<file path="src/rtl/core/ptpc_pkg.sv">
// Shared types, constants and helpers for the pan/tilt position controller.
// Used by every module of the block; no dependencies of its own.
`default_nettype none

package ptpc_pkg;

  localparam int PRESET_SLOTS = 8;
  localparam int SLOT_W = (PRESET_SLOTS > 1) ? $clog2(PRESET_SLOTS) : 1;

  localparam logic [7:0] MAX_PAN_RST     = 8'd172;
  localparam logic [7:0] MAX_TILT_RST    = 8'd40;
  localparam logic [7:0] CENTER_PAN_RST  = 8'd86;
  localparam logic [7:0] CENTER_TILT_RST = 8'd20;

  typedef enum logic [2:0] {
    CMD_LEFT  = 3'd0,
    CMD_RIGHT = 3'd1,
    CMD_UP    = 3'd2,
    CMD_DOWN  = 3'd3,
    CMD_STORE = 3'd4,
    CMD_GOTO  = 3'd5,
    CMD_CAL   = 3'd6
  } cmd_e;

  typedef enum logic [1:0] {
    REG_MAX_PAN     = 2'd0,
    REG_MAX_TILT    = 2'd1,
    REG_CENTER_PAN  = 2'd2,
    REG_CENTER_TILT = 2'd3
  } reg_e;

  typedef enum logic [1:0] {
    CAL_HOME_PAN    = 2'd0,
    CAL_CENTER_PAN  = 2'd1,
    CAL_HOME_TILT   = 2'd2,
    CAL_CENTER_TILT = 2'd3
  } cal_phase_e;

  typedef struct packed {
    logic [2:0] cmd;
    logic [7:0] step_count;
    logic [3:0] preset_number;
  } cmd_item_t;

  typedef struct packed {
    logic       has_move;
    logic       axis;
    logic       direction;
    logic [7:0] move_steps;
    logic [7:0] pan_now;
    logic [7:0] tilt_now;
    logic       last;
  } res_item_t;

  typedef struct packed {
    logic [7:0] max_pan;
    logic [7:0] max_tilt;
    logic [7:0] center_pan;
    logic [7:0] center_tilt;
  } cfg_t;

  typedef struct packed {
    logic              en;
    logic [SLOT_W-1:0] addr;
  } rd_req_t;

  typedef struct packed {
    logic              en;
    logic [SLOT_W-1:0] addr;
    logic [15:0]       data;
  } wr_req_t;

  function automatic logic slot_ok(input logic [3:0] pn);
    logic [7:0] ext;
    ext = 8'(pn);
    return (pn != 4'd0) && (ext <= 8'(PRESET_SLOTS));
  endfunction

  function automatic logic [SLOT_W-1:0] slot_index(input logic [3:0] pn);
    logic [3:0] idx;
    idx = pn - 4'd1;
    return SLOT_W'(idx);
  endfunction

endpackage

`default_nettype wire

</file>
<file path="src/rtl/core/ptpc_preset_ram.sv">
// Preset store: one synchronous memory of pan/tilt pairs with a registered read.
// Per-entry valid bits stand in for the zero reset; a write in the read cycle is forwarded.
// Depends on ptpc_pkg.
`default_nettype none

module ptpc_preset_ram
  import ptpc_pkg::*;
(
  input  wire logic    clk,
  input  wire logic    rst,
  input  wire rd_req_t rd,
  input  wire wr_req_t wr,
  output logic [15:0]  entry
);

  logic [15:0]             mem [PRESET_SLOTS];
  logic [PRESET_SLOTS-1:0] vld;
  logic [15:0]             rdata;
  logic                    rvld;
  logic                    fwd_hit;
  logic [15:0]             fwd_data;

  always_ff @(posedge clk) begin
    if (wr.en) begin
      mem[wr.addr] <= wr.data;
    end
    if (rd.en) begin
      rdata <= mem[rd.addr];
    end
  end

  always_ff @(posedge clk) begin
    if (rst) begin
      vld     <= '0;
      rvld    <= 1'b0;
      fwd_hit <= 1'b0;
    end else begin
      if (wr.en) begin
        vld[wr.addr] <= 1'b1;
      end
      if (rd.en) begin
        rvld    <= vld[rd.addr];
        fwd_hit <= wr.en && (wr.addr == rd.addr);
      end
    end
  end

  always_ff @(posedge clk) begin
    if (rd.en) begin
      fwd_data <= wr.data;
    end
  end

  assign entry = fwd_hit ? fwd_data : (rvld ? rdata : 16'd0);

endmodule

`default_nettype wire

</file>
<file path="src/rtl/core/ptpc_exec.sv">
// Command sequencer: holds one command, keeps the pan/tilt positions and emits one
// result per cycle unless take is low. Issues preset reads at acceptance and
// preset writes on store. Depends on ptpc_pkg.
`default_nettype none

module ptpc_exec
  import ptpc_pkg::*;
(
  input  wire logic      clk,
  input  wire logic      rst,
  input  wire cfg_t      cfg,
  input  wire logic      cmd_valid,
  output logic           cmd_stall,
  input  wire cmd_item_t cmd_item,
  input  wire logic      take,
  output logic           fire,
  output res_item_t      result,
  output rd_req_t        rd,
  output wr_req_t        wr,
  input  wire logic [15:0] entry
);

  logic       busy;
  cmd_item_t  cur;
  logic [1:0] phase;
  logic [7:0] pan;
  logic [7:0] tilt;

  logic       accept;
  logic       ok;
  logic       has;
  logic       axis;
  logic       dir;
  logic [7:0] req;
  logic       last;
  logic [7:0] cur_pan;
  logic [7:0] cur_tilt;
  logic [7:0] pos;
  logic [7:0] lim;
  logic [7:0] room;
  logic [7:0] steps;
  logic [7:0] new_pos;
  logic [7:0] pan_next;
  logic [7:0] tilt_next;
  logic [7:0] tp;
  logic [7:0] tt;

  assign fire      = busy && take;
  assign cmd_stall = busy && !(fire && last);
  assign accept    = cmd_valid && !cmd_stall;
  assign ok        = slot_ok(cur.preset_number);
  assign tp        = entry[7:0];
  assign tt        = entry[15:8];

  assign rd.en   = accept && slot_ok(cmd_item.preset_number);
  assign rd.addr = slot_index(cmd_item.preset_number);

  assign wr.en   = fire && (cur.cmd == CMD_STORE) && ok;
  assign wr.addr = slot_index(cur.preset_number);
  assign wr.data = {tilt, pan};

  always_comb begin
    has      = 1'b0;
    axis     = 1'b0;
    dir      = 1'b0;
    req      = 8'd0;
    last     = 1'b1;
    cur_pan  = pan;
    cur_tilt = tilt;
    unique case (cur.cmd)
      CMD_LEFT: begin
        has = 1'b1; axis = 1'b0; dir = 1'b1; req = cur.step_count;
      end
      CMD_RIGHT: begin
        has = 1'b1; axis = 1'b0; dir = 1'b0; req = cur.step_count;
      end
      CMD_UP: begin
        has = 1'b1; axis = 1'b1; dir = 1'b1; req = cur.step_count;
      end
      CMD_DOWN: begin
        has = 1'b1; axis = 1'b1; dir = 1'b0; req = cur.step_count;
      end
      CMD_GOTO: begin
        // Pan goes first; the tilt leg follows in the next result when both differ.
        if (ok) begin
          if ((phase == 2'd0) && (tp != pan)) begin
            has  = 1'b1;
            axis = 1'b0;
            dir  = tp > pan;
            req  = dir ? (tp - pan) : (pan - tp);
            last = (tt == tilt);
          end else if (tt != tilt) begin
            has  = 1'b1;
            axis = 1'b1;
            dir  = tt > tilt;
            req  = dir ? (tt - tilt) : (tilt - tt);
          end
        end
      end
      CMD_CAL: begin
        has = 1'b1;
        unique case (phase)
          CAL_HOME_PAN: begin
            cur_pan  = cfg.max_pan;
            cur_tilt = cfg.max_tilt;
            axis = 1'b0; dir = 1'b0; req = cfg.max_pan; last = 1'b0;
          end
          CAL_CENTER_PAN: begin
            cur_pan = 8'd0;
            axis = 1'b0; dir = 1'b1; req = cfg.center_pan; last = 1'b0;
          end
          CAL_HOME_TILT: begin
            axis = 1'b1; dir = 1'b0; req = cfg.max_tilt; last = 1'b0;
          end
          CAL_CENTER_TILT: begin
            cur_tilt = 8'd0;
            axis = 1'b1; dir = 1'b1; req = cfg.center_tilt;
          end
          default: begin
            has = 1'b0;
          end
        endcase
      end
      default: begin
        has = 1'b0;
      end
    endcase

    pos  = axis ? cur_tilt : cur_pan;
    lim  = axis ? cfg.max_tilt : cfg.max_pan;
    room = (pos >= lim) ? 8'd0 : (lim - pos);
    if (!has) begin
      steps   = 8'd0;
      new_pos = pos;
    end else if (dir) begin
      steps   = (req > room) ? room : req;
      new_pos = pos + steps;
    end else begin
      steps   = (req > pos) ? pos : req;
      new_pos = pos - steps;
    end
    pan_next  = (has && !axis) ? new_pos : cur_pan;
    tilt_next = (has && axis) ? new_pos : cur_tilt;

    result.has_move   = has;
    result.axis       = has ? axis : 1'b0;
    result.direction  = has ? dir : 1'b0;
    result.move_steps = steps;
    result.pan_now    = pan_next;
    result.tilt_now   = tilt_next;
    result.last       = last;
  end

  always_ff @(posedge clk) begin
    if (rst) begin
      busy  <= 1'b0;
      phase <= 2'd0;
      pan   <= 8'd0;
      tilt  <= 8'd0;
    end else begin
      if (fire) begin
        pan  <= pan_next;
        tilt <= tilt_next;
        if (!last) begin
          phase <= phase + 2'd1;
        end
      end
      if (accept) begin
        busy  <= 1'b1;
        phase <= 2'd0;
      end else if (fire && last) begin
        busy <= 1'b0;
      end
    end
  end

  always_ff @(posedge clk) begin
    if (accept) begin
      cur <= cmd_item;
    end
  end

endmodule

`default_nettype wire

</file>
<file path="src/rtl/core/pan_tilt_position_controller.sv">
// Top level of the pan/tilt position controller: configuration registers, result
// register, command sequencer and preset memory. Depends on ptpc_pkg, ptpc_exec and
// ptpc_preset_ram.
//
//   channel   direction  handshake              payload
//   command   in         cmd_valid / cmd_stall  cmd_item (cmd_item_t)
//   result    out        res_valid / res_stall  res_item (res_item_t)
//   config    in         APB psel/penable/...   paddr[3:2] selects the register
//
// Each item causes one or more results: one for moves, store and unknown
// commands, one or two for goto, four for calibrate; the sequencer emits one result a
// cycle into the result register unless that register stalls. The first result of an
// item passes the sequencer's command register, then the result register, to the port.
// The preset memory read issues at acceptance; its registered data serves the item's results.
// Reset loads the limit defaults, zeroes both positions and marks all presets empty.
// A stalled result register holds the sequencer, which in turn stalls the command side.
`default_nettype none

module pan_tilt_position_controller
  import ptpc_pkg::*;
(
  input  wire logic        clk,
  input  wire logic        rst,
  input  wire logic        cmd_valid,
  output logic             cmd_stall,
  input  wire cmd_item_t   cmd_item,
  output logic             res_valid,
  input  wire logic        res_stall,
  output res_item_t        res_item,
  input  wire logic        psel,
  input  wire logic        penable,
  input  wire logic        pwrite,
  input  wire logic [3:0]  paddr,
  input  wire logic [31:0] pwdata,
  output logic [31:0]      prdata,
  output logic             pready
);

  cfg_t        cfg;
  logic        take;
  logic        fire;
  res_item_t   result;
  rd_req_t     rd;
  wr_req_t     wr;
  logic [15:0] entry;
  logic [1:0]  reg_sel;

  assign pready  = 1'b1;
  assign reg_sel = paddr[3:2];

  always_ff @(posedge clk) begin
    if (rst) begin
      cfg.max_pan     <= MAX_PAN_RST;
      cfg.max_tilt    <= MAX_TILT_RST;
      cfg.center_pan  <= CENTER_PAN_RST;
      cfg.center_tilt <= CENTER_TILT_RST;
    end else if (psel && penable && pwrite && pready) begin
      unique case (reg_sel)
        REG_MAX_PAN:     cfg.max_pan     <= pwdata[7:0];
        REG_MAX_TILT:    cfg.max_tilt    <= pwdata[7:0];
        REG_CENTER_PAN:  cfg.center_pan  <= pwdata[7:0];
        REG_CENTER_TILT: cfg.center_tilt <= pwdata[7:0];
        default: ;
      endcase
    end
  end

  always_comb begin
    unique case (reg_sel)
      REG_MAX_PAN:     prdata = 32'(cfg.max_pan);
      REG_MAX_TILT:    prdata = 32'(cfg.max_tilt);
      REG_CENTER_PAN:  prdata = 32'(cfg.center_pan);
      REG_CENTER_TILT: prdata = 32'(cfg.center_tilt);
      default:         prdata = 32'd0;
    endcase
  end

  assign take = !res_valid || !res_stall;

  always_ff @(posedge clk) begin
    if (rst) begin
      res_valid <= 1'b0;
    end else if (take) begin
      res_valid <= fire;
    end
  end

  always_ff @(posedge clk) begin
    if (take && fire) begin
      res_item <= result;
    end
  end

  ptpc_exec u_exec (
    .clk       (clk),
    .rst       (rst),
    .cfg       (cfg),
    .cmd_valid (cmd_valid),
    .cmd_stall (cmd_stall),
    .cmd_item  (cmd_item),
    .take      (take),
    .fire      (fire),
    .result    (result),
    .rd        (rd),
    .wr        (wr),
    .entry     (entry)
  );

  ptpc_preset_ram u_ram (
    .clk   (clk),
    .rst   (rst),
    .rd    (rd),
    .wr    (wr),
    .entry (entry)
  );

endmodule

`default_nettype wire
</file>
<file path="config.mk">
export PLATFORM = sky130hd
export DESIGN_NAME = pan_tilt_position_controller
export DESIGN_NICKNAME = d
export VERILOG_FILES = /design/src/rtl/core/ptpc_pkg.sv /design/src/rtl/core/ptpc_preset_ram.sv /design/src/rtl/core/ptpc_exec.sv /design/src/rtl/core/pan_tilt_position_controller.sv
export SDC_FILE = /design/constraint.sdc
export NUM_CORES = 1
export LEC_CHECK = 0
export BUFFER_PORTS_ARGS = -buffer_cell sky130_fd_sc_hd__buf_2
export CORE_MARGIN = 2
export CORE_UTILIZATION = 51
export CTS_CLUSTER_SIZE = 24
export DETAILED_ROUTE_END_ITERATION = 7
export HOLD_SLACK_MARGIN = 0.08
export PLACE_DENSITY = 0.73
export SLEW_MARGIN = 30
export SYNTH_ARGS = -nofsm -noshare
export SYNTH_HDL_FRONTEND = slang
export SYNTH_SLANG_ARGS = --single-unit
</file>
<file path="constraint.sdc">
create_clock -name clk -period 12.11 [get_ports clk]
set_input_delay 2.422 -clock clk [delete_from_list [all_inputs] [get_ports clk]]
set_output_delay 2.422 -clock clk [all_outputs]
set_load 0.02 [all_outputs]
</file>
==> summary.md <==
| Metric | Value |
|---|---|
| VDD IR max | 0.000137 V |
| # port buffers | 69 |
| Worst-Margin Slew | 972 ps |
| Final GP Congestion | 0.925 |
| Status | complete, no violations |
| CTS hold repair buffers | 0 |
| First drt pass iteration count | 6 |
| Final min period | 9870 ps |
| Postcts setup bufs | 0 |
| FILL cells | 2275 |
| CTS tree | built |
| CP max FO | 30 |
| Clock tree buffer depth | 3 |
| Core ar. | 27900 µm² |
| Antenna Cells | 0 |
| Power density over cell area | 180 nW/µm² |
| Leak pwr | 6.16 nW |
| Final Skew | 19.4 ps |
| Sequential power share | 0.375 |
| Die W | 173 µm |
| Detail Route Antenna Nets | 0 |
| Comb pwr share | 0.321 |
| Synth cell count leaders | 203 x edfxtp_1, 112 x nand2_1, 101 x nor2_1 |
| RSZ-0062 raised after global routing | false |
| Synth Flop Type | edfxtp_1 |
| Final Util | 0.576 |
| Async S/R FF share, synth | 0 |
| # nets final | 1406 |
| CTS clk-pin slew, worst paths | 60 ps |
| Top-count cell post-synth | edfxtp_1 |
| Sw power | 0.000977 W |
| Via count | 9839 |
| First-pass GRT wire length | 54400 µm |
| CP max stage cell | dfxtp_1 |
| Syn Inst Count | 1215 |
| Initial Utilization | 0.520 |
| Yosys top cell by area | edfxtp_1 |
| Total CTS buffers | 29 |
| Arrival time at the worst endpoint | 10190 ps |
| Post-Syn Area | 14500 µm² |
| CP max stage delay | 780 ps |
| Vias in the first global route | 9666 |
| CP startpoint kind | flop |
| Avg Cell Area, Syn | 11.9 µm² |
| Via density per instance | 5.88 |
| Total global-route track usage | 0.230 |
| Final Hold Viols | 0 |
| Clk_lat worst skew | 570 ps |
| Largest net degree at the start of global routing | 66 |
| Max Cap Viol | 0 |
| Slew margin rel. | 0.352 |
| CTS Sinks | 265 |
| Dpl hpwl | 24200 µm |
| Clock Root Buffer | clkbuf_16 |
| Yosys reg bits | 265 |
| Internal | 0.00192 W |
| Min-Delay Path Class | reg -> reg |
| CP dominant cell by count | a21oi_1 |
| Row cnt | 61 |
| Final period utilization | 0.815 |
| Chip Height | 173 µm |
| Top-area cell type share of the netlist area | 0.421 |
| Setup Crit Path Kind | reg -> reg |
| Synth top area cells | edfxtp_1 42%, dfxtp_1 8.6%, mux4_2 6.5% |
| Setup_tns | 0 ps |
| EDFF count, synth | 203 |
| Drt wl/cell | 20.6 µm |
| Die area | 29800 µm² |
| Area growth syn-to-layout | 10.8% |
| Sw Share | 0.337 |
| Clock Power Share | 0.304 |
| Final Routed Wirelength | 34500 µm |
| Fin. max-slew vios | 0 |
| Reg2Reg Setup Slack | 2240 ps |
| # IOs | 121 |
| Unique cell type count in the Yosys netlist | 98 |
| Fraction of layout cells with a size suffix above 1 | 0.196 |
| CTS resizes | 0 |
| H-tree depth | 1 |
| Fmax | 101 MHz |
| Post-synthesis sequential area ratio | 0.506 |
| Setup crit end kind | flop |
| GRT overflow | 0 |
| Final setup fails | 0 |
| Iter 0 DRT Violations | 866 |
| Post-route DRC | 0 |
| YS warnings | 0 |
| Req. time, crit path | 12430 ps |
| Initial antenna violation count | 0 |
==> registers in the layout, indices dropped and copies added, names as in the netlist <==
name            cells
cfg                32
res_valid           1
u_exec.cur         15
u_exec.phase        2
u_ram.rvld          1
u_ram.mem         128
res_item           28
u_ram.vld           8
u_ram.rdata        16
u_exec.busy         1
u_exec.pan          8
u_ram.fwd_hit       1
u_exec.tilt         8
u_ram.fwd_data     16
==> cell families (layout without fill, tap and decap cells) <==
family                   count (synthesis)  count (layout)  synth area share
flip-flops                             265             265             0.506
AO/OA/AOI/OAI                          252             252             0.128
XOR/XNOR                                29              29            0.0180
other                                    2              25          0.000518
buffers and inverters                  149             205            0.0507
AND/OR/NAND/NOR                        331             331             0.112
multiplexers                           110             110             0.116
adder cells (fa/ha/maj)                 77              77            0.0696
==> cell type report <==
| type | count | area, µm² | share of cell area |
|---|---|---|---|
| clock inverter | 12 | 111 | 0.00694 |
| clock buffer | 42 | 856 | 0.0533 |
| multi-input combinational | 824 | 6550 | 0.408 |
| tap | 378 | 473 | 0.0295 |
| sequential | 265 | 7340 | 0.457 |
| timing repair buffer | 87 | 480 | 0.0299 |
| inverter | 64 | 244 | 0.0152 |
==> power groups by stage <==
stage	combinational, W	clock (W)	sequential, W
detailed placement	0.000903	0	0.00110
finish	0.000929	0.000881	0.00109
global placement	0.000892	0	0.00110
floorplan	0.000688	0	0.00111
CTS	0.000910	0.000897	0.00108
global route	0.00101	0.000936	0.00109
==> layer usage <==
metal	up-vias	wire [µm]	track usage
met2	381	15600	0.358
li1	4587	-	-
met1	4827	15500	0.339
met4	0	605	0.0588
met3	44	2780	0.0378
met5	-	0	0
==> layout by cell type, fill, tap and decap left out, drive strengths merged, types with 15 or more instances in the layout <==
master / synthesis / final
edfxtp: 203 / 203
nand2: 112 / 112
nor2: 104 / 104
buf: 45 / 87
ha: 71 / 71
inv: 64 / 64
dfxtp: 62 / 62
a21oi: 60 / 60
o21ai: 48 / 48
mux2i: 43 / 43
mux4: 42 / 42
clkbuf: 40 / 42
conb: 2 / 25
a22o: 25 / 25
mux2: 25 / 25
xnor2: 21 / 21
a21o: 17 / 17
nor2b: 16 / 16
nor3: 16 / 16
nand3: 15 / 15
==> worst paths after layout <==
path	startpoint	to	cells past startpoint
max	u_ram.fwd_hit$_SDFFE_PP0P_	res_item[16]$_DFFE_PP_	38
min	u_ram.vld[4]$_SDFFE_PP0P_	u_ram.vld[4]$_SDFFE_PP0P_	2
max reg2reg	u_ram.fwd_hit$_SDFFE_PP0P_	res_item[16]$_DFFE_PP_	38
min reg2reg	u_ram.vld[4]$_SDFFE_PP0P_	u_ram.vld[4]$_SDFFE_PP0P_	2
==> per-stage QoR <==
step           hold slack (ps)  std cells  instance area, µm²  worst slack, ps  total power, W
2_1_floorplan              435       1238               14600             3600         0.00179
3_3_place_gp               445       1618               15100             2080         0.00199
3_5_place_dp               457       1618               15100             2390         0.00201
4_1_cts                    470       1672               16000             2330         0.00289
5_1_grt                    482       1672               16100             1300         0.00304
6_report                   468       1672               16100             2240         0.00290
==> worst max-delay path, delay by kind of cell (launching register included) <==
kind,cells,cell delay [ps]
adders and majority gates,4,1560
xor gates and xnor gates,1,120
and+or+nand+nor,10,1550
AOI/OAI and AO/OA,20,4730
DFF,1,780
buffers and inverters,3,840
Note: power is estimated with default switching activity, not from simulation.
